## config.mk

```make
export PLATFORM = sky130hd
export DESIGN_NAME = cpfb_queue
export DESIGN_NICKNAME = d
export VERILOG_FILES = /design/src/design/assert_macros.svh /design/src/design/cpfb_pkg.sv /design/src/design/cpfb_queue.sv
export SDC_FILE = /design/constraint.sdc
export NUM_CORES = 1
export LEC_CHECK = 0
export BUFFER_PORTS_ARGS = -buffer_cell sky130_fd_sc_hd__clkbuf_2
export CELL_PAD_IN_SITES_DETAIL_PLACEMENT = 1
export CELL_PAD_IN_SITES_GLOBAL_PLACEMENT = 2
export CORE_UTILIZATION = 38
export DETAILED_ROUTE_END_ITERATION = 16
export PLACE_DENSITY_LB_ADDON = 0.1
export SLEW_MARGIN = 20
export SYNTH_ARGS = -nofsm -noshare
export SYNTH_HDL_FRONTEND = slang
export SYNTH_SLANG_ARGS = --single-unit
```

## constraint.sdc

```tcl
create_clock -name clock -period 9.8 [get_ports clock]
set_input_delay 1.96 -clock clock [delete_from_list [all_inputs] [get_ports clock]]
set_output_delay 1.96 -clock clock [all_outputs]
set_load 0.01 [all_outputs]
```

## src/design/assert_macros.svh

```systemverilog
// assertion macros used by the top-level design file
`ifndef ASSERT_MACROS_SVH
`define ASSERT_MACROS_SVH
`ifndef ASSERT_OFF
// condition must never hold outside reset
`define ASSERT_NEVER(label, clk, rst, cond) \
   label: assert property (@(posedge clk) disable iff (rst) !(cond)) \
      else $error("assertion failed: condition must never hold");
// antecedent implies consequent in the same cycle
`define ASSERT_IMPLIES(label, clk, rst, ante, cons) \
   label: assert property (@(posedge clk) disable iff (rst) (ante) |-> (cons)) \
      else $error("assertion failed: implication violated");
`else
`define ASSERT_NEVER(label, clk, rst, cond)
`define ASSERT_IMPLIES(label, clk, rst, ante, cons)
`endif
`endif

```

## src/design/cpfb_pkg.sv

```systemverilog
// shared types and constants of the curve point frame builder
package cpfb_pkg;

   localparam int MAX_POINTS_DEF = 4096;
   localparam int INDEX_W        = 12;
   localparam int COORD_W        = 32;
   localparam int VEC_W          = 16;
   localparam int WIDE_W         = 48;
   localparam int UNIT_Q14       = 16384;
   localparam int QUEUE_DEPTH    = 2;
   localparam int NEAR_MAX       = 4;
   localparam int NEAR_SQ        = 19;

   typedef logic signed [COORD_W-1:0] coord_type;
   typedef logic signed [VEC_W-1:0]   comp_type;
   typedef logic signed [WIDE_W-1:0]  wide_type;

   // one frame to build: the two points of the difference and the normal hint
   typedef struct packed {
      coord_type [2:0]    prev;
      coord_type [2:0]    next;
      comp_type [2:0]     nrm;
      logic               present;
      logic [INDEX_W-1:0] index;
      logic               last;
   } frame_job_type;

   // one finished frame
   typedef struct packed {
      comp_type [2:0]     tan;
      comp_type [2:0]     nrm;
      comp_type [2:0]     bin;
      logic [INDEX_W-1:0] index;
      logic               last;
   } frame_type;

endpackage

```

## src/design/cpfb_queue.sv

```systemverilog
// short job queue between the front end and the frame engine
module cpfb_queue #(
   parameter int DEPTH = cpfb_pkg::QUEUE_DEPTH
) (
   input  logic                      clock,
   input  logic                      reset,
   input  logic                      push_valid,
   input  cpfb_pkg::frame_job_type   push_job,
   output logic                      full,
   input  logic                      pop,
   output logic                      empty,
   output cpfb_pkg::frame_job_type   head
);

   localparam int AW = (DEPTH > 1) ? $clog2(DEPTH) : 1;
   localparam int CW = $clog2(DEPTH + 1);
   localparam logic [AW-1:0] LastSlot = AW'(DEPTH - 1);

   cpfb_pkg::frame_job_type slot_ff [DEPTH];
   logic [AW-1:0]           wr_ptr_ff;
   logic [AW-1:0]           rd_ptr_ff;
   logic [CW-1:0]           count_ff;
   logic                    do_push;
   logic                    do_pop;

   assign full    = (count_ff == CW'(DEPTH));
   assign empty   = (count_ff == '0);
   assign head    = slot_ff[rd_ptr_ff];
   assign do_push = push_valid & ~full;
   assign do_pop  = pop & ~empty;

   // pointers and fill count
   always_ff @(posedge clock) begin
      if (reset) begin
         wr_ptr_ff <= '0;
         rd_ptr_ff <= '0;
         count_ff  <= '0;
      end else begin
         if (do_push) begin
            wr_ptr_ff <= (wr_ptr_ff == LastSlot) ? '0 : wr_ptr_ff + 1'b1;
         end
         if (do_pop) begin
            rd_ptr_ff <= (rd_ptr_ff == LastSlot) ? '0 : rd_ptr_ff + 1'b1;
         end
         if (do_push && !do_pop) begin
            count_ff <= count_ff + 1'b1;
         end else if (do_pop && !do_push) begin
            count_ff <= count_ff - 1'b1;
         end
      end
   end

   // slot storage
   always_ff @(posedge clock) begin
      if (do_push) begin
         slot_ff[wr_ptr_ff] <= push_job;
      end
   end

endmodule

```

# Word level (Yosys, flattened, before mapping)
# Memories as Yosys holds them, arrays and structs flattened. A register that Yosys moved wholly into a read port is not among the register bits.
# Index checks and enable logic that the tools add are counted.
[totals]
ff_bits = 4
ramBits = 508
input_bits = 258
out_inout_bits = 256
wordCells = 27
mem_count = 1
[mem_list]
columns = ["name", "words", "word_bits", "rd", "rd_clocked_by_memory_dff", "write_ports", "line", "source"]
rows = [
  ["slot_ff", 2, 254, 1, 1, 1, "cpfb_queue.sv:19", "cpfb_pkg::frame_job_type slot_ff [DEPTH];"],
]
[classes]
n_addsub = 4
n_eq_ne = 1
mux = 8
bitwise = 4
n_reduce_logical = 6
[ops]
columns = ["operator", "count"]
rows = [
  ["two-way mux 1 bit", 6],
  ["two-way mux 2 bit", 2],
  ["adder 1 bit, second input constant", 2],
  ["adder 2 x 1 -> 2 bit, second input constant", 1],
  ["AND 1 bit", 2],
  ["== test 2 bit, second input constant", 1],
  ["logical AND 1 bit", 2],
  ["zero test 1 bit", 2],
  ["zero test 2 bit", 1],
  ["NOT 1 bit", 2],
  ["nonzero test 2 bit", 1],
  ["subtractor 2 x 1 -> 2 bit, second input constant", 1],
]

# Depth between registers and ports, before layout
[depth]
word_depth = 7
mapped_depth = 6
mapped_depth_nobuf = 6

# Least setup slack after synthesis
# OpenSTA, ideal clock, no wires.
[synth_timing]
kind = "input port to flip-flop"
start = "input port push_valid"
end = "memory slot_ff[1][0] (netlist bit), enable pin"
setup_ps = 648
arrival_time_ps = 7928
path_slack_ps = 1224
path_stages = 3
path_cell_list = "inv_1 -> nor2_1 -> and2_1"
[synth_via]
elab_chain_len = 3
[synth_rtl]
columns = ["element", "line", "source"]
rows = [
  ["start, declared", "cpfb_queue.sv:7", "input logic push_valid,"],
  ["AND 1 bit", "cpfb_queue.sv:29", "assign do_push = push_valid & ~full;"],
  ["net do_push", "cpfb_queue.sv:23", "logic do_push;"],
  ["two-way mux 1 bit", "cpfb_queue.sv:55", "if (do_push) begin"],
  ["two-way mux 1 bit (not written as such)", "cpfb_queue.sv:56", "slot_ff[wr_ptr_ff] <= push_job;"],
  ["end, declared", "cpfb_queue.sv:19", ""],
]
# The timed path passes the listed nets, and every way through them passes these cells.

==> impl_metrics.json <==
{
  "finalHoldViolations": 0,
  "slew_headroom_pct": 27.55,
  "status": "completed",
  "gr-usage-all-layers_pct": 17.86,
  "drt-total-wl_um": 45890,
  "reg2reg_setup_slack_ns": 6.90,
  "period_minus_slack_ns": 4.885,
  "hold_buffers": 0,
  "peakVddDrop_mv": 0.1750,
  "place.gp.congestion": 0.7442,
  "drt_iter0_drc": 362,
  "rr_worst_depth": 4,
  "core-area_mm2": 0.04885,
  "die_x_um": 224.2,
  "maxCapViolCount": 0,
  "cts_sinks": 513,
  "required_ns": 7.84,
  "die_height_um": 224.2,
  "clk_latency_ns": 0.58,
  "cts_resized": 0,
  "end_kind": "output pin",
  "start_kind": "flop",
  "sw_frac_of_total_pct": 27.74,
  "min-delay-start": "wr_ptr_ff",
  "p_seq_share_pct": 45.4,
  "ant_nets": 0,
  "final_cell_mix": "clkbuf_2 (513), edfxtp_1 (508), mux2_2 (194), mux2_4 (60), clkbuf_16 (57)",
  "vias_per_cell": 4.643,
  "worst-setup-path-type": "flop to output pin",
  "htree_num_levels": 2,
  "cts_root_buf": "clkbuf_16",
  "nets": 1622,
  "grt_pass1_wl_um": 65290,
  "power_density_mw_per_mm2": 265.6,
  "fin_tns_setup_ns": 0,
  "post_cts_buffers": 0,
  "r2r_end": "slot_ff[0][36]",
  "hold_end": "wr_ptr_ff",
  "start_util_pct": 38.42,
  "synth.area.top_cells": "edfxtp_1 (81%), mux2_2 (12%), mux2_4 (4.8%), dfxtp_1 (0.53%), buf_4 (0.44%)",
  "antenna_found_initial": 10,
  "p_int_uw": 4541,
  "cts_tree": "yes",
  "worst_pin_slew_ns": 1.087,
  "yosysWarningCount": 0,
  "ys_seq_area_share_pct": 81.82,
  "numCtsBuffers": 55,
  "drive_gt1_share_pct": 59.94,
  "synth_top_area_cell": "edfxtp_1",
  "setup_viol": 0,
  "p_sw_uw": 1743,
  "hold_class": "flop to flop",
  "ys_types": 16,
  "power_leakage_uw": 0.008939,
  "num_rows": 81,
  "dpl_cell_area_mm2": 0.02204,
  "power_frac_comb_pct": 24.5,
  "overflow": 0,
  "syn_avg_cell_area_um2": 23.03,
  "skew_ns": 0.01694,
  "routedWlPerCell_um": 22.19,
  "rsz0062_at_grt": "false",
  "grt_max_degree": 140,
  "num_vias": 9602,
  "port_buffers": 513,
  "area_delta_synth_final_pct": 26.08,
  "min_delay_path_depth": 2,
  "synth_nets": 1074,
  "path_clk_slew_ns": 0.06,
  "cts_max_path_buffers": 3,
  "clock_power_share_pct": 30.1,
  "fin_area_mm2": 0.02366,
  "synthesis.area_mm2": 0.01877,
  "post-route-drc-count": 0,
  "cp_max_fo": 72,
  "drtPass1Iterations": 4,
  "dpl.hpwl_um": 31500,
  "critPathArrivalTime_ns": 2.93,
  "syn_inst": 815,
  "pin_count": 514,
  "yosysTopAreaCellShare_pct": 81.29,
  "rr_startpoint": "count_ff[0]",
  "layout_commonest_cell": "clkbuf_2",
  "grt_pass1_vias": 10240,
  "die_area_mm2": 0.05028,
  "period_share_pct": 49.85,
  "slew_violations": 0,
  "ys_seq_elements": 513,
  "max_freq_ghz": 0.2047
}
==> sequential cells by signal, indices dropped and copies added, names as in the netlist, named ones only <==
register,cells
slot_ff,508
count_ff,2
wr_ptr_ff,1
rd_ptr_ff,1
==> cells in the mapped netlist <==
library cell,number
a21oi_1,2
and2_1,1
buf_2,10
buf_4,11
buf_6,7
dfxtp_1,5
edfxtp_1,508
ha_1,1
inv_1,2
mux2_2,194
mux2_4,60
nor2_1,5
nor2b_1,1
o21ai_0,3
or3_1,2
xor2_1,3
==> per-layer routing <==
metal | track usage (%) | part of all wire (%)
met5 | 0 | 0.22
met4 | 5.332 | 1.9
met3 | 7.551 | 9.7
met2 | 31.02 | 51
met1 | 19.87 | 37
==> worst max path at each step <==
stage / startpoint / end / slack [ns] / depth (start not counted)
floorplan: push_valid / slot_ff[1][0] / 1.22 / 3
global placement: push_valid / slot_ff[0][116] / 5.27 / 5
detailed placement: push_valid / slot_ff[0][36] / 5.27 / 5
CTS: flop / head[133] / 4.70 / 3
global route: flop / head[133] / 4.67 / 3
finish: flop / head[109] / 4.91 / 3
==> power groups by stage <==
stage | registers (uW) | clock network (uW) | logic [uW]
final | 2850 | 1890 | 1540
after global routing | 2880 | 2030 | 1660
after CTS | 2860 | 1950 | 1590
after detailed placement | 2900 | 0 | 1590
after global placement | 2890 | 0 | 1590
after floorplan | 2930 | 0 | 978
==> per-stage QoR <==
step	cells	setup WS (ns)	hold slack (ns)	util, %	total power (uW)
final	2068	4.915	0.5026	48.44	6283
after global routing	2068	4.666	0.5488	48.44	6565
after CTS	2067	4.700	0.5023	48.43	6403
after detailed placement	1970	5.268	0.4944	45.11	4490
after global placement	1970	5.272	0.4764	45.11	4471
after floorplan	815	1.224	0.4516	-	3904
==> critical path, cell delays in order, from the launching register on <==
cell,delay (ns)
dfxtp_4,0.81
buf_4,0.88
mux2_2,0.43
clkbuf_2,0.16
==> logic make-up (layout without fill, tap and decap cells) <==
group	Yosys count	count (layout)	share of synthesized area (%)
xor+xnor	3	3	0.1400
buf+inv	30	618	1.167
compound gates	5	5	0.1333
mux	254	254	16.44
fa+ha+maj	1	1	0.06666
other cells	0	1	0
flops	513	513	81.82
simple gates	9	9	0.2334
==> area by class of cell <==
cell class | count | area [um2]
tap | 664 | 830.8
sequential | 513 | 15360
fill | 4706 | 25190
inverter | 2 | 15.01
antenna | 1 | 2.502
multi-input combinational | 272 | 3196
timing repair buffer | 519 | 2638
clock buffer | 81 | 1526
clock inverter | 16 | 93.84
(Power assumes the default switching activity.)
