===== src/design/assert_macros.svh =====
// assertion macros used by the top-level design file
`ifndef ASSERT_MACROS_SVH
`define ASSERT_MACROS_SVH
`ifndef ASSERT_OFF
// condition must never hold outside reset
`define ASSERT_NEVER(label, clk, rst, cond) \
   label: assert property (@(posedge clk) disable iff (rst) !(cond)) \
      else $error("assertion failed: condition must never hold");
// antecedent implies consequent in the same cycle
`define ASSERT_IMPLIES(label, clk, rst, ante, cons) \
   label: assert property (@(posedge clk) disable iff (rst) (ante) |-> (cons)) \
      else $error("assertion failed: implication violated");
`else
`define ASSERT_NEVER(label, clk, rst, cond)
`define ASSERT_IMPLIES(label, clk, rst, ante, cons)
`endif
`endif


===== src/design/cpfb_pkg.sv =====
// shared types and constants of the curve point frame builder
package cpfb_pkg;

   localparam int MAX_POINTS_DEF = 4096;
   localparam int INDEX_W        = 12;
   localparam int COORD_W        = 32;
   localparam int VEC_W          = 16;
   localparam int WIDE_W         = 48;
   localparam int UNIT_Q14       = 16384;
   localparam int QUEUE_DEPTH    = 2;
   localparam int NEAR_MAX       = 4;
   localparam int NEAR_SQ        = 19;

   typedef logic signed [COORD_W-1:0] coord_type;
   typedef logic signed [VEC_W-1:0]   comp_type;
   typedef logic signed [WIDE_W-1:0]  wide_type;

   // one frame to build: the two points of the difference and the normal hint
   typedef struct packed {
      coord_type [2:0]    prev;
      coord_type [2:0]    next;
      comp_type [2:0]     nrm;
      logic               present;
      logic [INDEX_W-1:0] index;
      logic               last;
   } frame_job_type;

   // one finished frame
   typedef struct packed {
      comp_type [2:0]     tan;
      comp_type [2:0]     nrm;
      comp_type [2:0]     bin;
      logic [INDEX_W-1:0] index;
      logic               last;
   } frame_type;

endpackage


===== src/design/cpfb_front.sv =====
// front end: takes point beats, keeps the curve window and issues frame jobs
module cpfb_front #(
   parameter int MAX_POINTS = cpfb_pkg::MAX_POINTS_DEF
) (
   input  logic                      clock,
   input  logic                      reset,
   input  logic                      req_valid,
   output logic                      req_stall,
   input  cpfb_pkg::coord_type       req_point_x,
   input  cpfb_pkg::coord_type       req_point_y,
   input  cpfb_pkg::coord_type       req_point_z,
   input  cpfb_pkg::comp_type        req_given_normal_x,
   input  cpfb_pkg::comp_type        req_given_normal_y,
   input  cpfb_pkg::comp_type        req_given_normal_z,
   input  logic                      req_normal_present,
   input  logic                      req_final_point,
   input  logic                      q_full,
   output logic                      push_valid,
   output cpfb_pkg::frame_job_type   push_job
);

   localparam int IdxMax = (1 << cpfb_pkg::INDEX_W) - 1;
   localparam int CapInt = (MAX_POINTS - 1 < IdxMax) ? MAX_POINTS - 1 : IdxMax;
   localparam logic [cpfb_pkg::INDEX_W-1:0] IndexCap = cpfb_pkg::INDEX_W'(CapInt);

   cpfb_pkg::coord_type [2:0]       before_ff;
   cpfb_pkg::coord_type [2:0]       held_ff;
   cpfb_pkg::comp_type [2:0]        nrm_ff;
   logic                            present_ff;
   logic [cpfb_pkg::INDEX_W-1:0]    index_ff;
   logic                            valid_ff;
   cpfb_pkg::frame_job_type         pend_ff;
   logic                            pend_valid_ff;

   cpfb_pkg::coord_type [2:0]       pt;
   cpfb_pkg::comp_type [2:0]        nv;
   logic [cpfb_pkg::INDEX_W-1:0]    next_index;
   cpfb_pkg::frame_job_type         job_now;
   cpfb_pkg::frame_job_type         job_last;
   logic                            accept;
   logic                            pend_push;

   assign pt = {req_point_z, req_point_y, req_point_x};
   assign nv = {req_given_normal_z, req_given_normal_y, req_given_normal_x};

   // one pending second frame or a full queue holds the input
   assign req_stall = pend_valid_ff | q_full;
   assign accept    = req_valid & ~req_stall;
   assign pend_push = pend_valid_ff & ~q_full;

   assign next_index = (index_ff < IndexCap) ? index_ff + 1'b1 : IndexCap;

   // frame of the held point, and frame of a final point
   always_comb begin
      job_now.prev    = before_ff;
      job_now.next    = pt;
      job_now.nrm     = nrm_ff;
      job_now.present = present_ff;
      job_now.index   = index_ff;
      job_now.last    = 1'b0;
      job_last.prev    = held_ff;
      job_last.next    = pt;
      job_last.nrm     = nv;
      job_last.present = req_normal_present;
      job_last.index   = next_index;
      job_last.last    = 1'b1;
   end

   assign push_valid = pend_push | (accept & valid_ff);
   assign push_job   = pend_valid_ff ? pend_ff : job_now;

   // window control
   always_ff @(posedge clock) begin
      if (reset) begin
         valid_ff      <= 1'b0;
         pend_valid_ff <= 1'b0;
      end else begin
         if (pend_push) begin
            pend_valid_ff <= 1'b0;
         end
         if (accept) begin
            if (!valid_ff) begin
               valid_ff <= ~req_final_point;
            end else if (req_final_point) begin
               valid_ff      <= 1'b0;
               pend_valid_ff <= 1'b1;
            end
         end
      end
   end

   // window payload
   always_ff @(posedge clock) begin
      if (accept) begin
         if (!valid_ff) begin
            before_ff  <= pt;
            held_ff    <= pt;
            nrm_ff     <= nv;
            present_ff <= req_normal_present;
            index_ff   <= '0;
         end else if (req_final_point) begin
            pend_ff <= job_last;
         end else begin
            before_ff  <= held_ff;
            held_ff    <= pt;
            nrm_ff     <= nv;
            present_ff <= req_normal_present;
            index_ff   <= next_index;
         end
      end
   end

endmodule


===== config.mk =====
export PLATFORM = sky130hd
export DESIGN_NAME = cpfb_front
export DESIGN_NICKNAME = d
export VERILOG_FILES = /design/src/design/assert_macros.svh /design/src/design/cpfb_pkg.sv /design/src/design/cpfb_front.sv
export SDC_FILE = /design/constraint.sdc
export NUM_CORES = 1
export LEC_CHECK = 0
export BUFFER_PORTS_ARGS = -buffer_cell sky130_fd_sc_hd__buf_2
export CORE_UTILIZATION = 38
export DETAILED_ROUTE_END_ITERATION = 12
export PLACE_DENSITY = 0.65
export SETUP_SLACK_MARGIN = 0.15
export SYNTH_ARGS = -nofsm -noshare
export SYNTH_HDL_FRONTEND = slang
export SYNTH_SLANG_ARGS = --single-unit

===== constraint.sdc =====
create_clock -name clock -period 29.5 [get_ports clock]
set_input_delay 1.475 -clock clock [delete_from_list [all_inputs] [get_ports clock]]
set_output_delay 1.475 -clock clock [all_outputs]
set_load 0.01 [all_outputs]

* Yosys cells after proc, flatten, opt, wreduce, memory -nomap -nowiden *
Cells that the tools add are included.

operators by class
  $add $sub $neg = 1
  bitwise gates (word level) = 8
  reduce and logical (&&, ||, !) cells = 2
  order comparisons = 1
  equality and inequality tests = 1
  divide/modulo/power cells = 0
  mux-type cells = 17
  shift-type cells = 0
  multiply operators = 0

operators by type and width
  cell                                            number
  two-way mux 96 bit                              4
  two-way mux 254 bit                             1
  two-way mux 48 bit                              2
  two-way mux 12 bit                              2
  adder 12 x 1 -> 12 bit (second input constant)  1
  < comparator 12 bit (second input constant)     1
  two-way mux 1 bit                               8
  bitwise AND 1 bit                               3
  NOT 1 bit                                       3
  AND reduction 3 bit                             1
  inequality test 2 bit (second input constant)   1
  OR 1 bit                                        2
  AND reduction 2 bit                             1

storage, ports and cells
  bits of input ports = 150
  latch bits = 0
  logic and storage cells = 54
  memory bits (writable) = 0
  register bits after elaboration = 508
  ROM bits = 0
  memories = 0

* Longest topological paths before layout *
  depth after elaboration = 6
  gate-level depth with buffers = 6
  mapped depth without buffers = 4

* Worst setup path after synthesis *
OpenSTA, ideal clock, no wires.

  path kind = input-to-reg
  from = input q_full
  to = register before_ff[0] (netlist bit), enable pin
  setup slack = 8,169 ps
  stages on the path = 2
  data required time = 28,250 ps
  data arrival time = 20,080 ps
  path buffers = 0
  path through = nor3b_1 a21boi_0

on the way
  longest elaborated chain between the ends = 4

ends and longest elaborated chain
  what                           line               RTL
  from (decl)                    cpfb_front.sv:17   input logic q_full,
  OR 1 bit                       cpfb_front.sv:47   assign req_stall = pend_valid_ff | q_full;
  NOT 1 bit                      cpfb_front.sv:48   assign accept = req_valid & ~req_stall;
  bitwise AND 1 bit              cpfb_front.sv:48
  AND reduction 2 bit (no line)  -
  to (signal assigned)           cpfb_front.sv:96   before_ff <= pt;
  to (signal assigned)           cpfb_front.sv:104  before_ff <= held_ff;
  to (decl)                      cpfb_front.sv:26   cpfb_pkg::coord_type [2:0] before_ff;

Every way passes these cells.
A chain may end at the register's enable or synchronous reset.

* Worst setup path in the final report *
  from = input q_full
  to = register held_ff[61] (netlist bit), enable pin

on the way
  longest elaborated chain between the ends = 4

ends and longest elaborated chain
  what                           line               RTL
  OR 1 bit                       cpfb_front.sv:47
  NOT 1 bit                      cpfb_front.sv:48
  bitwise AND 1 bit              cpfb_front.sv:48
  AND reduction 2 bit (no line)  -
  to (signal assigned)           cpfb_front.sv:97   held_ff <= pt;
  to (signal assigned)           cpfb_front.sv:105  held_ff <= pt;
  to (decl)                      cpfb_front.sv:27   cpfb_pkg::coord_type [2:0] held_ff;

Every way passes these cells.

==> metrics.yaml <==
placement:
  place.gp.congestion: 0.754
  place.port_buffers: 405
  hpwl_um: 23700
logic_synthesis:
  synth.largest_area_cell: "edfxtp_1"
  seq_area_frac_synth_pct: 76.8
  synth_flop_cell: "edfxtp_1"
  async_reset_ff_share_pct: 0
  synth_warnings: 0
  yosysMostFrequentCell: "edfxtp_1"
  synth_top_area_share_pct: 76.6
  synth_seq_cells: 508
  synth.distinct_cells: 38
  synthesis.nets: 1122
  synthesis.instances: 971
  synth_common_cells: "edfxtp_1 (506), mux2_2 (349), buf_2 (32)"
  synth_area_leaders: "edfxtp_1 (77%), mux2_2 (20%), buf_2 (0.81%), nand2_1 (0.21%), dfxtp_1 (0.20%)"
  avgSynthCellArea_um2: 20.4
  syn-cell-area_mm2: 0.0198
  synth-edff-count: 506
sta:
  finalSetupViolCount: 0
  finalClockSkew_ns: 0.0255
  worst_pin_slew_ns: 1.04
  rsz0062_at_grt: "false"
  slew_viol_final: 0
  post-route-period-util_pct: 15.3
  fmax_ghz: 0.221
  hold_viol: 0
  slew_headroom_pct: 30.3
  fin_setup_tns_ns: 0
  period_needed_ns: 4.52
clock_network:
  tritoncts: "yes"
  clk_transition_reported_paths_ns: 0.06
  numCtsBuffers: 54
  clock-sinks: 508
  post_cts_buffers: 0
  cts_max_level: 2
  ctsHoldBuffers: 0
  cts_root_buf: "clkbuf_16"
  clock_path_buffers: 3
  cts_resized: 0
  clk_latency_ns: 0.60
drt:
  route.met3.wl_um: 2890
  route.detailed.drc: 0
  wl_met2_um: 18900
  avgRoutedWirePerCell_um: 18.2
  via_per_inst: 4.84
  antenna_left: 0
  first_pass_iters: 4
  drt_iter0_drc: 465
  vias: 10300
  top_layer: "met4"
  drt-met1-wl_um: 16200
  routed_wl_um: 38600
power:
  power_uw: 1570
  power_leakage_uw: 0.00854
  power.share.clock_pct: 41.2
  switching_share_pct: 21.0
  pwr_density_cell_mw_per_mm2: 64.8
  pwr-share-comb_pct: 6.1
  p_sw_uw: 330
  pwr-share-seq_pct: 52.6
  ir_drop_v: 0.0000448
  p_int_uw: 1240
worst_hold_path:
  min_path_cells: 0
  hold_end: "pend_ff[183]"
  hold_path_class: "flip-flop to flip-flop"
  min-delay-start: "held_ff[25]"
cells_and_area:
  regArea_mm2: 0.0152
  fillers: 4399
  nNetsFinal: 1548
  drive_gt1_share_pct: 58.4
  multi_input_area_mm2: 0.00438
  area_growth_pct: 22.5
  num_antenna_cells: 0
setup_path:
  path_buf_inv: 4
  crit_arrival_ns: 4.73
  critPathLaunchType: "input pin"
  rrSetupSlack_ns: 25.31
  rr_worst_depth: 5
  endpoint_kind: "flip-flop"
  r2r_start: "pend_valid_ff"
  crit_cells: 6
  crit_chain: "buf_2, nor3b_1, a21boi_4, buf_4, buf_4, buf_4"
  slowest_stage: "buf_4"
  path_delay_family: "buffers and inverters"
  rr_endpoint: "held_ff[61]"
  cpMostUsedCell: "buf_4"
  worstPathMaxFanout: 71
  cpPeakStageDelay_ns: 0.76
  crit_required_ns: 29.71
  path_class: "input pin to flip-flop"
global_routing:
  antenna_found_initial: 0
  gr-total-overflow: 0
  grt_pass1_wl_um: 59400
  grt_max_degree: 130
  grt_usage_pct: 14.3
  first_global_vias: 10400
outcome:
  status: "finished clean"
floorplanning:
  die_h_um: 230
  core_area_mm2: 0.0514
  die_w_um: 230
  ios: 406
  num_rows: 83
  fp.dieArea_mm2: 0.0531
  start_util_pct: 38.6
flow_run:
  maxCapViolations: 0
## per-stage QoR
step	hold slack, ns	cells	setup slack (ns)	utilization, %	instance area (µm²)
6_report	0.436	2121	24.98	47.2	24300
5_1_grt	0.436	2121	24.73	47.2	24300
4_1_cts	0.426	2121	24.90	47.2	24300
3_5_place_dp	0.429	2021	24.37	43.9	22600
3_3_place_gp	0.421	2021	24.46	43.9	22600
2_1_floorplan	0.420	971	8.17	-	19800
## state kept, by name, indices dropped and copies added (netlist names)
signal         count
index_ff          12
before_ff         96
present_ff         1
held_ff           96
pend_valid_ff      1
pend_ff          253
job_now           48
valid_ff           1
## how the worst max path moves through the flow
stage | slack (ns) | endpoint | startpoint
2_1_floorplan | 8.17 | before_ff[0] | q_full
3_3_place_gp | 24.46 | before_ff[57] | q_full
3_5_place_dp | 24.37 | before_ff[54] | q_full
4_1_cts | 24.90 | push_job[189] | pend_valid_ff
5_1_grt | 24.73 | held_ff[92] | q_full
6_report | 24.98 | held_ff[61] | q_full
## cells in the final DEF (no fill, tap or decap), types with 2 or more instances in the layout
cell type | Yosys | final
xor2_1 | 2 | 2
nand2_1 | 11 | 11
buf_2 | 32 | 405
or3_1 | 4 | 4
and4_1 | 2 | 2
mux2_2 | 349 | 349
buf_4 | 1 | 9
clkbuf_16 | 0 | 55
dfxtp_4 | 0 | 2
clkbuf_1 | 6 | 20
bufinv_16 | 0 | 4
nor2_1 | 5 | 5
a211oi_1 | 2 | 2
o21ai_0 | 3 | 3
clkinv_2 | 0 | 6
inv_6 | 0 | 2
nand3_1 | 8 | 8
clkinv_1 | 0 | 10
a31oi_1 | 5 | 5
a21oi_1 | 6 | 6
inv_1 | 2 | 2
edfxtp_1 | 506 | 506
## per-layer routing
layer  up-vias  track usage (%)
met3        44             4.68
met1      5175             18.3
met2       290             23.2
li1       4749                -
met4         0             3.73
met5         -                0
## cell families (layout without fill, tap and decap cells)
kind of cell,after synthesis,in the layout,share of synthesized area [%]
adder cells (fa/ha/maj),1,1,0.0631
multiplexers,351,351,19.9
AO/OA/AOI/OAI,22,22,0.745
buffers and inverters,47,517,1.19
AND/OR/NAND/NOR,39,39,1.12
flip-flops,508,508,76.8
XOR/XNOR,3,3,0.133
## power groups by stage
stage          Sequential, µW  Combinational, µW  Clock [µW]
6_report                  828               96.7         649
5_1_grt                   831                105         694
4_1_cts                   828               99.0         670
3_5_place_dp              844               98.3           0
3_3_place_gp              842               97.1           0
2_1_floorplan             853               54.4           0
## cell type report
type | count | share of cell area (%)
clock inverters | 25 | 0.994
inverters | 2 | 0.0309
clock buffers | 75 | 5.98
well taps | 680 | 3.50
repair buffers | 415 | 8.71
multi-input cells | 416 | 18.0
flip-flops and latches | 508 | 62.8
No activity file was read; power rests on OpenSTA's default activity.
